[config.mk]
export PLATFORM = sky130hd
export DESIGN_NAME = rgb_timed_color_fader
export DESIGN_NICKNAME = d
export VERILOG_FILES = /design/src/design/rtcf_pkg.sv /design/src/design/rgb_timed_color_fader.sv
export SDC_FILE = /design/constraint.sdc
export NUM_CORES = 1
export LEC_CHECK = 0
export CORE_MARGIN = 2
export CORE_UTILIZATION = 59
export DETAILED_ROUTE_END_ITERATION = 8
export DONT_BUFFER_PORTS = 1
export PLACE_DENSITY = 0.86
export SLEW_MARGIN = 5
export SYNTH_ARGS = -nofsm -noshare
export SYNTH_HDL_FRONTEND = slang
export SYNTH_SLANG_ARGS = --single-unit
[constraint.sdc]
create_clock -name clk_i -period 8.05 [get_ports clk_i]
set_input_delay 2.415 -clock clk_i [delete_from_list [all_inputs] [get_ports clk_i]]
set_output_delay 2.415 -clock clk_i [all_outputs]
set_load 0.01 [all_outputs]
[src/design/rtcf_pkg.sv]
package rtcf_pkg;

  typedef enum logic [1:0] {
    ST_IDLE,
    ST_MUL,
    ST_DIV,
    ST_EMIT
  } rtcf_state_e;

  localparam logic ACT_TICK = 1'b0;
  localparam logic ACT_SET  = 1'b1;

  localparam logic [1:0] CH_LAST  = 2'd2;
  localparam logic [2:0] BIT_LAST = 3'd7;

  localparam logic [15:0] TICKS_MAX = 16'hFFFF;

  function automatic logic [7:0] chan(input logic [23:0] color, input logic [1:0] idx);
    logic [7:0] res;
    unique case (idx)
      2'd0:    res = color[23:16];
      2'd1:    res = color[15:8];
      default: res = color[7:0];
    endcase
    return res;
  endfunction

endpackage

[src/design/rgb_timed_color_fader.sv]
// Channel | Handshake               | Payload
// in      | in_valid_i / in_ready_o | action_i, red_in_i, green_in_i, blue_in_i, fade_ticks_i
// out     | out_valid_o/ out_ready_i| red_out_o, green_out_o, blue_out_o, finished_o
//
// A set item is taken in ST_IDLE; a jump then loads the result from ST_EMIT.
// A tick that ends a fade goes straight to ST_EMIT; an intermediate tick first runs,
// per channel, one multiply in ST_MUL and 8 restoring-divide steps in ST_DIV in one shared unit.
// Reset clears the displayed, start and goal colors and stops any fade.
// A result waits in the output register; a new item is taken meanwhile, and the
// sequencer stalls only when it must load a second result before the first leaves.
module rgb_timed_color_fader (
  input  logic        clk_i,
  input  logic        rst_ni,
  input  logic        in_valid_i,
  output logic        in_ready_o,
  input  logic        action_i,
  input  logic [7:0]  red_in_i,
  input  logic [7:0]  green_in_i,
  input  logic [7:0]  blue_in_i,
  input  logic [15:0] fade_ticks_i,
  output logic        out_valid_o,
  input  logic        out_ready_i,
  output logic [7:0]  red_out_o,
  output logic [7:0]  green_out_o,
  output logic [7:0]  blue_out_o,
  output logic        finished_o
);

  rtcf_pkg::rtcf_state_e state_q, state_d;

  logic [23:0] shown_q, shown_d;
  logic [23:0] start_q, start_d;
  logic [23:0] goal_q, goal_d;
  logic [23:0] next_q, next_d;
  logic [15:0] elapsed_q, elapsed_d;
  logic [15:0] len_q, len_d;
  logic        fading_q, fading_d;
  logic        fin_q, fin_d;
  logic [1:0]  ch_q, ch_d;
  logic [2:0]  bit_q, bit_d;
  logic [15:0] rem_q, rem_d;
  logic [7:0]  low_q, low_d;
  logic [7:0]  quo_q, quo_d;

  logic        out_valid_q;
  logic [23:0] out_color_q;
  logic        out_fin_q;

  logic        in_fire;
  logic        out_free;
  logic [15:0] elapsed_inc;
  logic        fade_done;
  logic [7:0]  s_cur, g_cur, diff;
  logic        neg;
  logic [23:0] prod;
  logic [16:0] trial;
  logic        fits;
  logic [7:0]  quo_next;
  logic [7:0]  res;

  assign in_ready_o = (state_q == rtcf_pkg::ST_IDLE);
  assign in_fire    = in_valid_i && in_ready_o;
  assign out_free   = !out_valid_q || out_ready_i;

  assign elapsed_inc = (elapsed_q == rtcf_pkg::TICKS_MAX) ? elapsed_q : elapsed_q + 16'd1;
  assign fade_done   = (len_q == 16'd0) || (elapsed_inc >= len_q);

  assign s_cur = rtcf_pkg::chan(start_q, ch_q);
  assign g_cur = rtcf_pkg::chan(goal_q, ch_q);
  assign neg   = (g_cur < s_cur);
  assign diff  = neg ? (s_cur - g_cur) : (g_cur - s_cur);
  assign prod  = {16'd0, diff} * {8'd0, elapsed_q};

  assign trial    = {rem_q, low_q[7]};
  assign fits     = (trial >= {1'b0, len_q});
  assign quo_next = {quo_q[6:0], fits};
  assign res      = neg ? (s_cur - quo_next) : (s_cur + quo_next);

  always_comb begin
    state_d = state_q;
    unique case (state_q)
      rtcf_pkg::ST_IDLE: begin
        if (in_fire) begin
          if (action_i == rtcf_pkg::ACT_SET) begin
            if (fade_ticks_i == 16'd0) begin
              state_d = rtcf_pkg::ST_EMIT;
            end
          end else if (fading_q) begin
            state_d = fade_done ? rtcf_pkg::ST_EMIT : rtcf_pkg::ST_MUL;
          end
        end
      end
      rtcf_pkg::ST_MUL: state_d = rtcf_pkg::ST_DIV;
      rtcf_pkg::ST_DIV: begin
        if (bit_q == rtcf_pkg::BIT_LAST) begin
          state_d = (ch_q == rtcf_pkg::CH_LAST) ? rtcf_pkg::ST_EMIT : rtcf_pkg::ST_MUL;
        end
      end
      rtcf_pkg::ST_EMIT: begin
        if (out_free) begin
          state_d = rtcf_pkg::ST_IDLE;
        end
      end
      default: state_d = rtcf_pkg::ST_IDLE;
    endcase
  end

  always_comb begin
    shown_d   = shown_q;
    start_d   = start_q;
    goal_d    = goal_q;
    next_d    = next_q;
    elapsed_d = elapsed_q;
    len_d     = len_q;
    fading_d  = fading_q;
    fin_d     = fin_q;
    ch_d      = ch_q;
    bit_d     = bit_q;
    rem_d     = rem_q;
    low_d     = low_q;
    quo_d     = quo_q;
    unique case (state_q)
      rtcf_pkg::ST_IDLE: begin
        if (in_fire) begin
          if (action_i == rtcf_pkg::ACT_SET) begin
            goal_d = {red_in_i, green_in_i, blue_in_i};
            if (fade_ticks_i == 16'd0) begin
              shown_d  = {red_in_i, green_in_i, blue_in_i};
              fading_d = 1'b0;
              fin_d    = 1'b1;
            end else begin
              start_d   = shown_q;
              len_d     = fade_ticks_i;
              elapsed_d = 16'd0;
              fading_d  = 1'b1;
            end
          end else if (fading_q) begin
            elapsed_d = elapsed_inc;
            if (fade_done) begin
              shown_d  = goal_q;
              fading_d = 1'b0;
              fin_d    = 1'b1;
            end else begin
              fin_d = 1'b0;
              ch_d  = 2'd0;
            end
          end
        end
      end
      rtcf_pkg::ST_MUL: begin
        rem_d = prod[23:8];
        low_d = prod[7:0];
        quo_d = 8'd0;
        bit_d = 3'd0;
      end
      rtcf_pkg::ST_DIV: begin
        rem_d = fits ? 16'(trial - {1'b0, len_q}) : trial[15:0];
        low_d = {low_q[6:0], 1'b0};
        quo_d = quo_next;
        bit_d = bit_q + 3'd1;
        if (bit_q == rtcf_pkg::BIT_LAST) begin
          next_d = {next_q[15:0], res};
          ch_d   = ch_q + 2'd1;
          if (ch_q == rtcf_pkg::CH_LAST) begin
            shown_d = {next_q[15:0], res};
          end
        end
      end
      rtcf_pkg::ST_EMIT: begin
      end
      default: begin
      end
    endcase
  end

  always_ff @(posedge clk_i or negedge rst_ni) begin
    if (!rst_ni) begin
      state_q     <= rtcf_pkg::ST_IDLE;
      shown_q     <= 24'd0;
      start_q     <= 24'd0;
      goal_q      <= 24'd0;
      elapsed_q   <= 16'd0;
      len_q       <= 16'd0;
      fading_q    <= 1'b0;
      out_valid_q <= 1'b0;
    end else begin
      state_q   <= state_d;
      shown_q   <= shown_d;
      start_q   <= start_d;
      goal_q    <= goal_d;
      elapsed_q <= elapsed_d;
      len_q     <= len_d;
      fading_q  <= fading_d;
      if (state_q == rtcf_pkg::ST_EMIT && out_free) begin
        out_valid_q <= 1'b1;
      end else if (out_ready_i) begin
        out_valid_q <= 1'b0;
      end
    end
  end

  always_ff @(posedge clk_i) begin
    next_q <= next_d;
    fin_q  <= fin_d;
    ch_q   <= ch_d;
    bit_q  <= bit_d;
    rem_q  <= rem_d;
    low_q  <= low_d;
    quo_q  <= quo_d;
    if (state_q == rtcf_pkg::ST_EMIT && out_free) begin
      out_color_q <= shown_q;
      out_fin_q   <= fin_q;
    end
  end

  assign out_valid_o = out_valid_q;
  assign red_out_o   = out_color_q[23:16];
  assign green_out_o = out_color_q[15:8];
  assign blue_out_o  = out_color_q[7:0];
  assign finished_o  = out_fin_q;

endmodule

==> impl_metrics.py, run 1 <==
metrics = {
    "floorplan": {
        "die_area_um2": 25800,
        "start_util_pct": 59.8,
        "die_y_um": 161,
        "die_x_um": 161,
        "row_count": 57,
        "ios": 72,
        "core-area_um2": 24200,
    },
    "timing": {
        "finalWorstSetupSlack_ns": 0.296,
        "clock_skew_ns": 0.0152,
        "rsz0062_at_grt": "yes",
        "max_slew.worst_pin.slew_ns": 1.18,
        "finalHoldViolCount": 0,
        "relSlewSlack_pct": 21.0,
        "finalSetupViolCount": 0,
        "maxSlewViolCount": 0,
        "post-route-min-period_ns": 7.75,
        "fmax_mhz": 129,
        "post-route-period-util_pct": 96.3,
    },
    "yosys": {
        "synthDominantCellAreaShare_pct": 18.7,
        "async_flop_share_pct": 58.1,
        "ys_seq_elements": 186,
        "ys_seq_area_share_pct": 34.9,
        "netlist_instances": 1409,
        "synth.most_common_cell": "inv_1",
        "synth_cell_type_count": 77,
        "synth_area_um2": 14500,
        "syn_nets": 1640,
        "yosys-top-cells-count": "inv_1, nand2_1, dfrtp_1, ha_1, and2_1",
        "syn_avg_cell_area_um2": 10.3,
        "synthTopCellsByArea": "dfrtp_1, edfxtp_1, fa_1, ha_1, mux2_2",
        "synth-edff-count": 78,
        "yosys.area.top_type": "dfrtp_1",
        "synth-main-ff-cell": "dfrtp_1",
        "yosysWarnings": 0,
    },
    "clocking": {
        "clock_path_buffers": 2,
        "clockRootBuffer": "clkbuf_16",
        "h-tree-depth": 4,
        "cts_tree": "yes",
        "cts.sinks": 186,
        "clock_latency_ns": 0.44,
        "numCtsBuffers": 17,
        "cts.clk_slew.worst_paths_ns": 0.08,
    },
    "worst_setup_path": {
        "cp.required_ns": 8.21,
        "crit_type": "reg2reg",
        "startpoint_type": "flop",
        "path_max_fanout": 11,
        "cp-end-kind": "flop",
        "slowest_delay_ns": 0.55,
        "critPathMostFrequentCell": "fa_1",
        "crit_slowest_cell": "fa_1",
        "arrival_ns": 7.91,
    },
    "layout": {
        "synthToLayoutAreaGrowth_pct": 10.5,
        "nNetsFinal": 1667,
        "n_antenna_cell": 0,
        "layout-drive-gt1-share_pct": 17.2,
        "nFillCells": 1729,
    },
    "run_status": {
        "status": "completed",
    },
    "detailed_routing": {
        "wl_um": 34600,
        "wl_per_cell_um": 19.5,
        "drtAntennaViolNets": 0,
        "drc": 0,
        "dr.pass1.iters": 5,
        "drtIter0Drc": 908,
        "via_count": 10700,
        "viasPerCell": 6.03,
    },
    "global_routing": {
        "first_global_vias": 11100,
        "grt_pass1_wl_um": 57000,
        "grt_max_degree": 109,
        "grt_antenna_before_repair": 0,
        "gr-total-overflow": 0,
        "grt.total_usage_pct": 27.8,
    },
    "placed_design": {
        "dp.final_hpwl_um": 25600,
        "port_buffers": 0,
        "gp_congestion": 0.951,
        "pre_cts_ws_ns": -0.271,
    },
    "min_path": {
        "worstHoldPathType": "reg2reg",
    },
    "run": {
        "max_cap_viol_count": 0,
    },
}
repair_timing:
action,4_1_cts,5_1_grt
setup buffers,0,8
resized for setup,9,36
pin swaps,1,18
setup endpoints to repair,10,13
hold buffers,0,0
per-stage QoR:
stage / util (%) / cell area [µm²] / setup TNS [ns] / hold slack, ns / cells
floorplan: - / 14500 / 0 / 0.400 / 1409
global placement: 62.5 / 15100 / 0 / 0.412 / 1733
detailed placement: 62.5 / 15100 / -1.44 / 0.413 / 1733
CTS: 65.1 / 15700 / 0 / 0.432 / 1765
global route: 66.1 / 16000 / -0.453 / 0.439 / 1773
finish: 66.1 / 16000 / 0 / 0.431 / 1773
cells in the final DEF, fill, tap and decap left out, drive strengths merged, types with 9 or more instances in the layout:
cell	n
inv	158
nand2	109
dfrtp	108
ha	100
and2	97
mux2	89
fa	86
o21ai	81
edfxtp	78
buf	68
nor2	48
a21oi	45
xnor2	39
nor2b	33
a22o	27
mux2i	27
nand3	21
a21o	20
xor2	20
clkbuf	18
nand2b	16
o211ai	12
nor3	10
clkinv	10
and3	9
o31ai	9
nor4	9
area by class of cell:
class | instances | area (µm²) | share of cell area (%)
Sequential cell | 186 | 5040 | 31.6
Tap cell | 324 | 405 | 2.54
Timing Repair Buffer | 68 | 534 | 3.34
Clock inverter | 14 | 180 | 1.13
Clock buffer | 18 | 429 | 2.69
Inverter | 154 | 578 | 3.62
Multi-Input combinational cell | 1009 | 8810 | 55.1
worst max-delay path: cells and delay by family (launching register included):
| family | cells | cell delay [ns] |
|---|---|---|
| XOR/XNOR | 2 | 0.30 |
| AND/OR/NAND/NOR | 5 | 0.91 |
| flip-flops | 1 | 0.44 |
| multiplexers | 1 | 0.29 |
| adder cells (fa/ha/maj) | 8 | 3.04 |
| AO/OA/AOI/OAI | 11 | 1.88 |
| buffers and inverters | 6 | 0.60 |
state kept, by name (all words and copies together), names as in the netlist:
register	count
start_q	24
next_q	16
rem_q	16
elapsed_q	16
quo_q	7
state_q	2
fin_q	1
bit_q	3
ch_q	2
goal_q	24
low_q	8
finished_o	1
out_color_q	24
shown_q	24
out_valid_o	1
len_q	16
fading_q	1
cell families (layout without fill, tap and decap cells):
kind of cell | after synthesis | after routing | share of synthesized area (%)
AO/OA/AOI/OAI | 265 | 265 | 12.5
XOR/XNOR | 59 | 59 | 3.62
adder cells (fa/ha/maj) | 188 | 188 | 20.7
flip-flops | 186 | 186 | 34.9
buffers and inverters | 214 | 254 | 5.67
multiplexers | 116 | 116 | 8.80
AND/OR/NAND/NOR | 381 | 381 | 13.8
metal layers:
metal / share of wire (%) / vias to the layer above / GRT usage, % / wire, µm
met1: 41 / 5287 / 35.9 / 14300
met5: 0 / - / 0 / 0
met4: 3.0 / 0 / 9.25 / 1030
met3: 5.7 / 78 / 4.36 / 1990
met2: 50 / 418 / 48.1 / 17300
li1: - / 4902 / - / -
final timing paths:
path                       slack (ns)  cells after the start           to     from
max                              0.30                     33     rem_q[7]  ch_q[0]
min                              0.43                      0   finished_o    fin_q
max reg2reg                      0.30                     33     rem_q[7]  ch_q[0]
min reg2reg                      0.43                      0   finished_o    fin_q
max in group asynchronous        6.22                      0     len_q[8]   rst_ni
min in group asynchronous        1.66                      0  shown_q[21]   rst_ni
Power of run 1 is not shown: default switching activity piles up to over one toggle a cycle in this logic, so the estimate is an artifact.
==> inputs of run 2 (changes only) <==
--- a/config.mk
+++ b/config.mk
@@ -6,10 +6,11 @@
 export NUM_CORES = 1
 export LEC_CHECK = 0
 export CORE_MARGIN = 2
-export CORE_UTILIZATION = 59
+export CORE_UTILIZATION = 45
+export CTS_CLUSTER_DIAMETER = 50
 export DETAILED_ROUTE_END_ITERATION = 8
 export DONT_BUFFER_PORTS = 1
-export PLACE_DENSITY = 0.86
+export PLACE_DENSITY = 0.7
 export SLEW_MARGIN = 5
 export SYNTH_ARGS = -nofsm -noshare
 export SYNTH_HDL_FRONTEND = slang
==> constraint.sdc (replaced) <==
create_clock -name clk_i -period 8.05 [get_ports clk_i]
set_input_delay 2.415 -clock clk_i [delete_from_list [all_inputs] [get_ports clk_i]]
set_output_delay 2.415 -clock clk_i [all_outputs]
set_load 0.05 [all_outputs]
==> run 2 against run 1 <==
Wire length fell by 2.9%. Non-clock buffer count increased by 13. Global-route usage decreased by 6.8 points. Clock-buffer cell count is 5 higher. Clock skew about the same. Via count down 2.4%. Critical path depth grew 2. Design area increased by 0.41%. Maximum frequency grew 0.20%. Sequential cell count unchanged. Worst setup slack better by 0.016 ns. Register-to-register slack improved by 0.02 ns.
==> impl_metrics.py, run 2 (synthesis results as in run 1) <==
metrics = {
    "run_status": {
        "status": "completed",
    },
    "min_path": {
        "worstHoldPathType": "reg2reg",
    },
    "detailed_routing": {
        "drtAntennaViolNets": 0,
        "wl_um": 33600,
        "wl_per_cell_um": 18.0,
        "drc": 0,
        "viasPerCell": 5.59,
        "dr.pass1.iters": 6,
        "drtIter0Drc": 673,
        "via_count": 10400,
    },
    "global_routing": {
        "first_global_vias": 10600,
        "grt.total_usage_pct": 21.0,
        "gr-total-overflow": 0,
        "grt_max_degree": 109,
        "grt_antenna_before_repair": 0,
        "grt_pass1_wl_um": 55900,
    },
    "floorplan": {
        "die_y_um": 183,
        "die_area_um2": 33600,
        "row_count": 65,
        "die_x_um": 183,
        "ios": 72,
        "core-area_um2": 31600,
        "start_util_pct": 45.7,
    },
    "layout": {
        "instances_no_fill": 1864,
        "layout-drive-gt1-share_pct": 17.2,
        "nFillCells": 2832,
        "synthToLayoutAreaGrowth_pct": 10.9,
        "nNetsFinal": 1680,
        "final_cell_mix": "inv_1, nand2_1, dfrtp_1, and2_1, ha_1",
        "n_antenna_cell": 0,
        "mostFrequentLayoutCell": "inv_1",
    },
    "timing": {
        "max_slew.worst_pin.slew_ns": 1.21,
        "finalSetupViolCount": 0,
        "finalHoldViolCount": 0,
        "post-route-min-period_ns": 7.74,
        "post-route-period-util_pct": 96.1,
        "rsz0062_at_grt": "yes",
        "relSlewSlack_pct": 19.6,
        "maxSlewViolCount": 0,
        "fmax_mhz": 129,
        "clock_skew_ns": 0.0153,
    },
    "clocking": {
        "numCtsBuffers": 17,
        "cts.clk_slew.worst_paths_ns": 0.07,
        "cts.sinks": 186,
        "h-tree-depth": 4,
        "clockRootBuffer": "clkbuf_16",
        "clock_latency_ns": 0.45,
        "cts_tree": "yes",
        "clock_path_buffers": 2,
    },
    "run": {
        "max_cap_viol_count": 0,
    },
    "worst_setup_path": {
        "r2r_slack_ns": 0.31,
        "cp-end-kind": "flop",
        "slowest_delay_ns": 0.54,
        "crit_slowest_cell": "fa_1",
        "cp.required_ns": 8.22,
        "arrival_ns": 7.91,
        "crit_type": "reg2reg",
        "crit_family": "adder cells",
        "path_buf_inv": 5,
        "path_max_fanout": 8,
        "startpoint_type": "flop",
    },
    "placed_design": {
        "dp.final_hpwl_um": 25300,
        "dpl.cell_count": 1828,
        "gp_congestion": 0.897,
        "port_buffers": 0,
    },
}
-- run 2: changes by cell type in the layout (fill, tap and decap cells not counted), moves of 3 or more --
cell        previous run  this run
clkinv_8               7         0
clkinvlp_4             0         3
clkbuf_1               1         5
buf_4                 64        76
o21ai_1                9        12
-- run 2: path summary, 6_finish.rpt --
path	startpoint	endpoint	cells past startpoint
setup / recovery	ch_q[0]	rem_q[13]	35
hold / removal	fin_q	finished_o	0
setup reg to reg	ch_q[0]	rem_q[13]	35
hold reg to reg	fin_q	finished_o	0
max in group asynchronous	rst_ni	len_q[8]	0
min in group asynchronous	rst_ni	shown_q[20]	0
-- run 2: what timing repair did --
action / CTS / global route
hold buffers: 0 / 0
buffers inserted: 0 / 4
pin swaps: 0 / 23
gates resized for setup: 3 / 38
endpoints found under the setup margin: 6 / 12
-- run 2: final cells by class --
class	instances	area, µm²	share of cell area, %
Timing Repair Buffer	81	636	3.96
Sequential cell	186	5040	31.4
Clock buffer	23	458	2.85
Clock inverter	9	68.8	0.429
Tap cell	402	503	3.13
Multi-Input combinational cell	1009	8760	54.6
Inverter	154	578	3.60
-- run 2: worst register-to-register path: cells and delay by family, from the launching register on --
| kind | cells | cell delay (ns) |
|---|---|---|
| AOI/OAI and AO/OA | 14 | 2.45 |
| xor gates and xnor gates | 2 | 0.35 |
| adders and majority gates | 8 | 3.00 |
| buffers and inverters | 5 | 0.28 |
| DFF | 1 | 0.43 |
| and+or+nand+nor | 6 | 0.94 |
-- run 2: stage by stage --
step	utilization (%)	instance area (µm²)	hold WS (ns)	setup TNS (ns)	setup slack [ns]
after detailed placement	48.4	15300	0.415	-0.141	-0.0597
after CTS	50.1	15900	0.432	0	0.00246
after floorplan	-	14500	0.400	0	0.0152
final	50.7	16000	0.428	0	0.311
after global routing	50.7	16000	0.437	-0.0802	-0.0536
after global placement	48.4	15300	0.409	0	0.0587
-- run 2: layer usage --
layer  track usage [%]  up-vias  routed length (µm)
met4              5.63        0                 625
met5                 0        -                   0
li1                  -     4919                   -
met1              28.3     5230               15200
met2              35.4      232               16400
met3              3.40       47                1400
Power of run 2 is left out for the same reason.
==> inputs of run 3 (changes only) <==
--- a/config.mk
+++ b/config.mk
@@ -5,7 +5,6 @@
 export SDC_FILE = /design/constraint.sdc
 export NUM_CORES = 1
 export LEC_CHECK = 0
-export CORE_MARGIN = 2
 export CORE_UTILIZATION = 45
 export CTS_CLUSTER_DIAMETER = 50
 export DETAILED_ROUTE_END_ITERATION = 8
==> run 3 against run 2 <==
Sequential cell count unchanged. Sequential share of layout area decreased by 0.24 points. Via count is 0.20% lower. Maximum frequency increased by 0.26%. First-iteration DRC count decreased by 8.5%. Core utilization increased by 0.53 points. Clock skew shrank 0.0020 ns. Register-to-register slack improved by 0.02 ns. Critical path depth decreased by 5. Global-route usage up 0.61 points.
==> impl_metrics.py, run 3 (synthesis results as in run 1) <==
metrics = {
    "run_status": {
        "status": "completed",
    },
    "placed_design": {
        "dp.final_hpwl_um": 25300,
        "port_buffers": 0,
        "placed_cell_area_um2": 15300,
        "pre_cts_ws_ns": -0.156,
        "gp_congestion": 0.917,
    },
    "worst_setup_path": {
        "crit_start": "ch_q[0]",
        "crit_slowest_cell": "fa_1",
        "critPathMostFrequentCell": "fa_1",
        "crit_type": "reg2reg",
        "cp.depth": 30,
        "path_max_fanout": 15,
        "arrival_ns": 7.91,
        "slowest_delay_ns": 0.56,
        "r2r_slack_ns": 0.33,
        "cp.required_ns": 8.24,
        "startpoint_type": "flop",
        "crit_family": "adder cells",
        "worstReg2RegEnd": "rem_q[13]",
        "r2r-start": "ch_q[0]",
        "reg2reg_depth": 30,
        "worstSetupEndpoint": "rem_q[13]",
        "cp-end-kind": "flop",
        "path_buf_inv": 5,
    },
    "floorplan": {
        "start_util_pct": 45.8,
        "die_x_um": 181,
        "die_area_um2": 32900,
        "die_y_um": 181,
        "core-area_um2": 31600,
        "row_count": 65,
        "ios": 72,
    },
    "timing": {
        "maxSlewViolCount": 0,
        "finalWorstSetupSlack_ns": 0.331,
        "holdWs_ns": 0.429,
        "finalSetupViolCount": 0,
        "max_slew.worst_pin.slew_ns": 1.16,
        "fmax_mhz": 130,
        "relSlewSlack_pct": 22.9,
        "post-route-min-period_ns": 7.72,
        "clock_skew_ns": 0.0133,
        "finalHoldViolCount": 0,
        "post-route-period-util_pct": 95.9,
    },
    "layout": {
        "seq_area_um2": 5040,
        "final_area_um2": 16200,
        "nNetsFinal": 1680,
        "final_cell_mix": "inv_1, nand2_1, dfrtp_1, and2_1, ha_1",
        "multi_input_area_um2": 8810,
        "mostFrequentLayoutCell": "inv_1",
        "n_antenna_cell": 0,
        "layout-drive-gt1-share_pct": 18.2,
        "synthToLayoutAreaGrowth_pct": 11.8,
        "nFillCells": 2838,
    },
    "clocking": {
        "cts_tree": "yes",
        "clockRootBuffer": "clkbuf_16",
        "h-tree-depth": 4,
        "cts.sinks": 186,
        "numCtsBuffers": 17,
        "cts.clk_slew.worst_paths_ns": 0.07,
        "clock_latency_ns": 0.45,
        "clock_path_buffers": 2,
    },
    "global_routing": {
        "grt_pass1_wl_um": 56500,
        "first_global_vias": 10800,
        "grt_antenna_before_repair": 0,
        "use_met3_pct": 3.81,
        "grt.total_usage_pct": 21.6,
        "globalRouteMet2Util_pct": 36.7,
        "grt_max_degree": 109,
        "gr-usage-met1_pct": 28.0,
        "grt_busiest_layer": "met2",
        "gr-total-overflow": 0,
    },
    "detailed_routing": {
        "drc": 0,
        "viasPerCell": 5.58,
        "wl_um": 33900,
        "drtAntennaViolNets": 0,
        "dr.pass1.iters": 7,
        "via_count": 10400,
        "drtIter0Drc": 616,
        "wl_per_cell_um": 18.2,
    },
    "run": {
        "max_cap_viol_count": 0,
    },
    "min_path": {
        "worstHoldPathType": "reg2reg",
    },
}
==> run 3: cell count changes in the layout (fill, tap and decap cells not counted), sizes merged <==
| cell | previous run | this run |
|---|---|---|
| clkinv | 3 | 8 |
| clkbuf | 23 | 17 |
| bufinv | 0 | 1 |
| clkinvlp | 3 | 2 |
| inv | 157 | 158 |
==> run 3: area by class of cell <==
| cell class | instances | share of cell area, % |
|---|---|---|
| Clock inverter | 15 | 1.01 |
| Tap cell | 402 | 3.11 |
| Sequential cell | 186 | 31.2 |
| Clock buffer | 17 | 2.63 |
| Inverter | 154 | 3.57 |
| Timing Repair Buffer | 81 | 3.98 |
| Multi-Input combinational cell | 1009 | 54.5 |
==> run 3: metrics by stage <==
step	TNS (ns)	util (%)	std cells
2_1_floorplan	0	-	1409
6_report	0	51.2	1864
3_3_place_gp	0	48.5	1825
5_1_grt	-0.183	51.2	1864
3_5_place_dp	-0.374	48.5	1825
4_1_cts	0	50.4	1857
==> run 3: worst min-delay path by stage <==
stage	start	depth (start not counted)	end
3_5_place_dp	fin_q	0	finished_o
2_1_floorplan	fin_q	0	finished_o
5_1_grt	fin_q	0	finished_o
3_3_place_gp	fin_q	0	finished_o
4_1_cts	fin_q	0	finished_o
6_report	fin_q	0	finished_o
==> run 3: what timing repair did <==
item / 4_1_cts / 5_1_grt
setup buffers: 0 / 7
endpoints found under the setup margin: 7 / 12
resized for setup: 9 / 39
hold buffers: 0 / 0
pin swaps: 1 / 26
==> run 3: per-layer routing <==
metal	wire [µm]	share of wire, %	vias to the layer above
li1	-	-	4919
met2	16700	49	206
met5	0	0	-
met4	745	2.2	0
met1	15100	45	5229
met3	1340	3.9	53
==> run 3: worst register-to-register path: cells and delay by family, from the launching register on <==
kind | cells | cell delay, ns
adder cells (fa/ha/maj) | 7 | 2.84
AO/OA/AOI/OAI | 9 | 1.78
AND/OR/NAND/NOR | 6 | 1.17
buffers and inverters | 5 | 0.52
flip-flops | 1 | 0.44
multiplexers | 1 | 0.37
XOR/XNOR | 2 | 0.34
Power of run 3 is left out for the same reason.
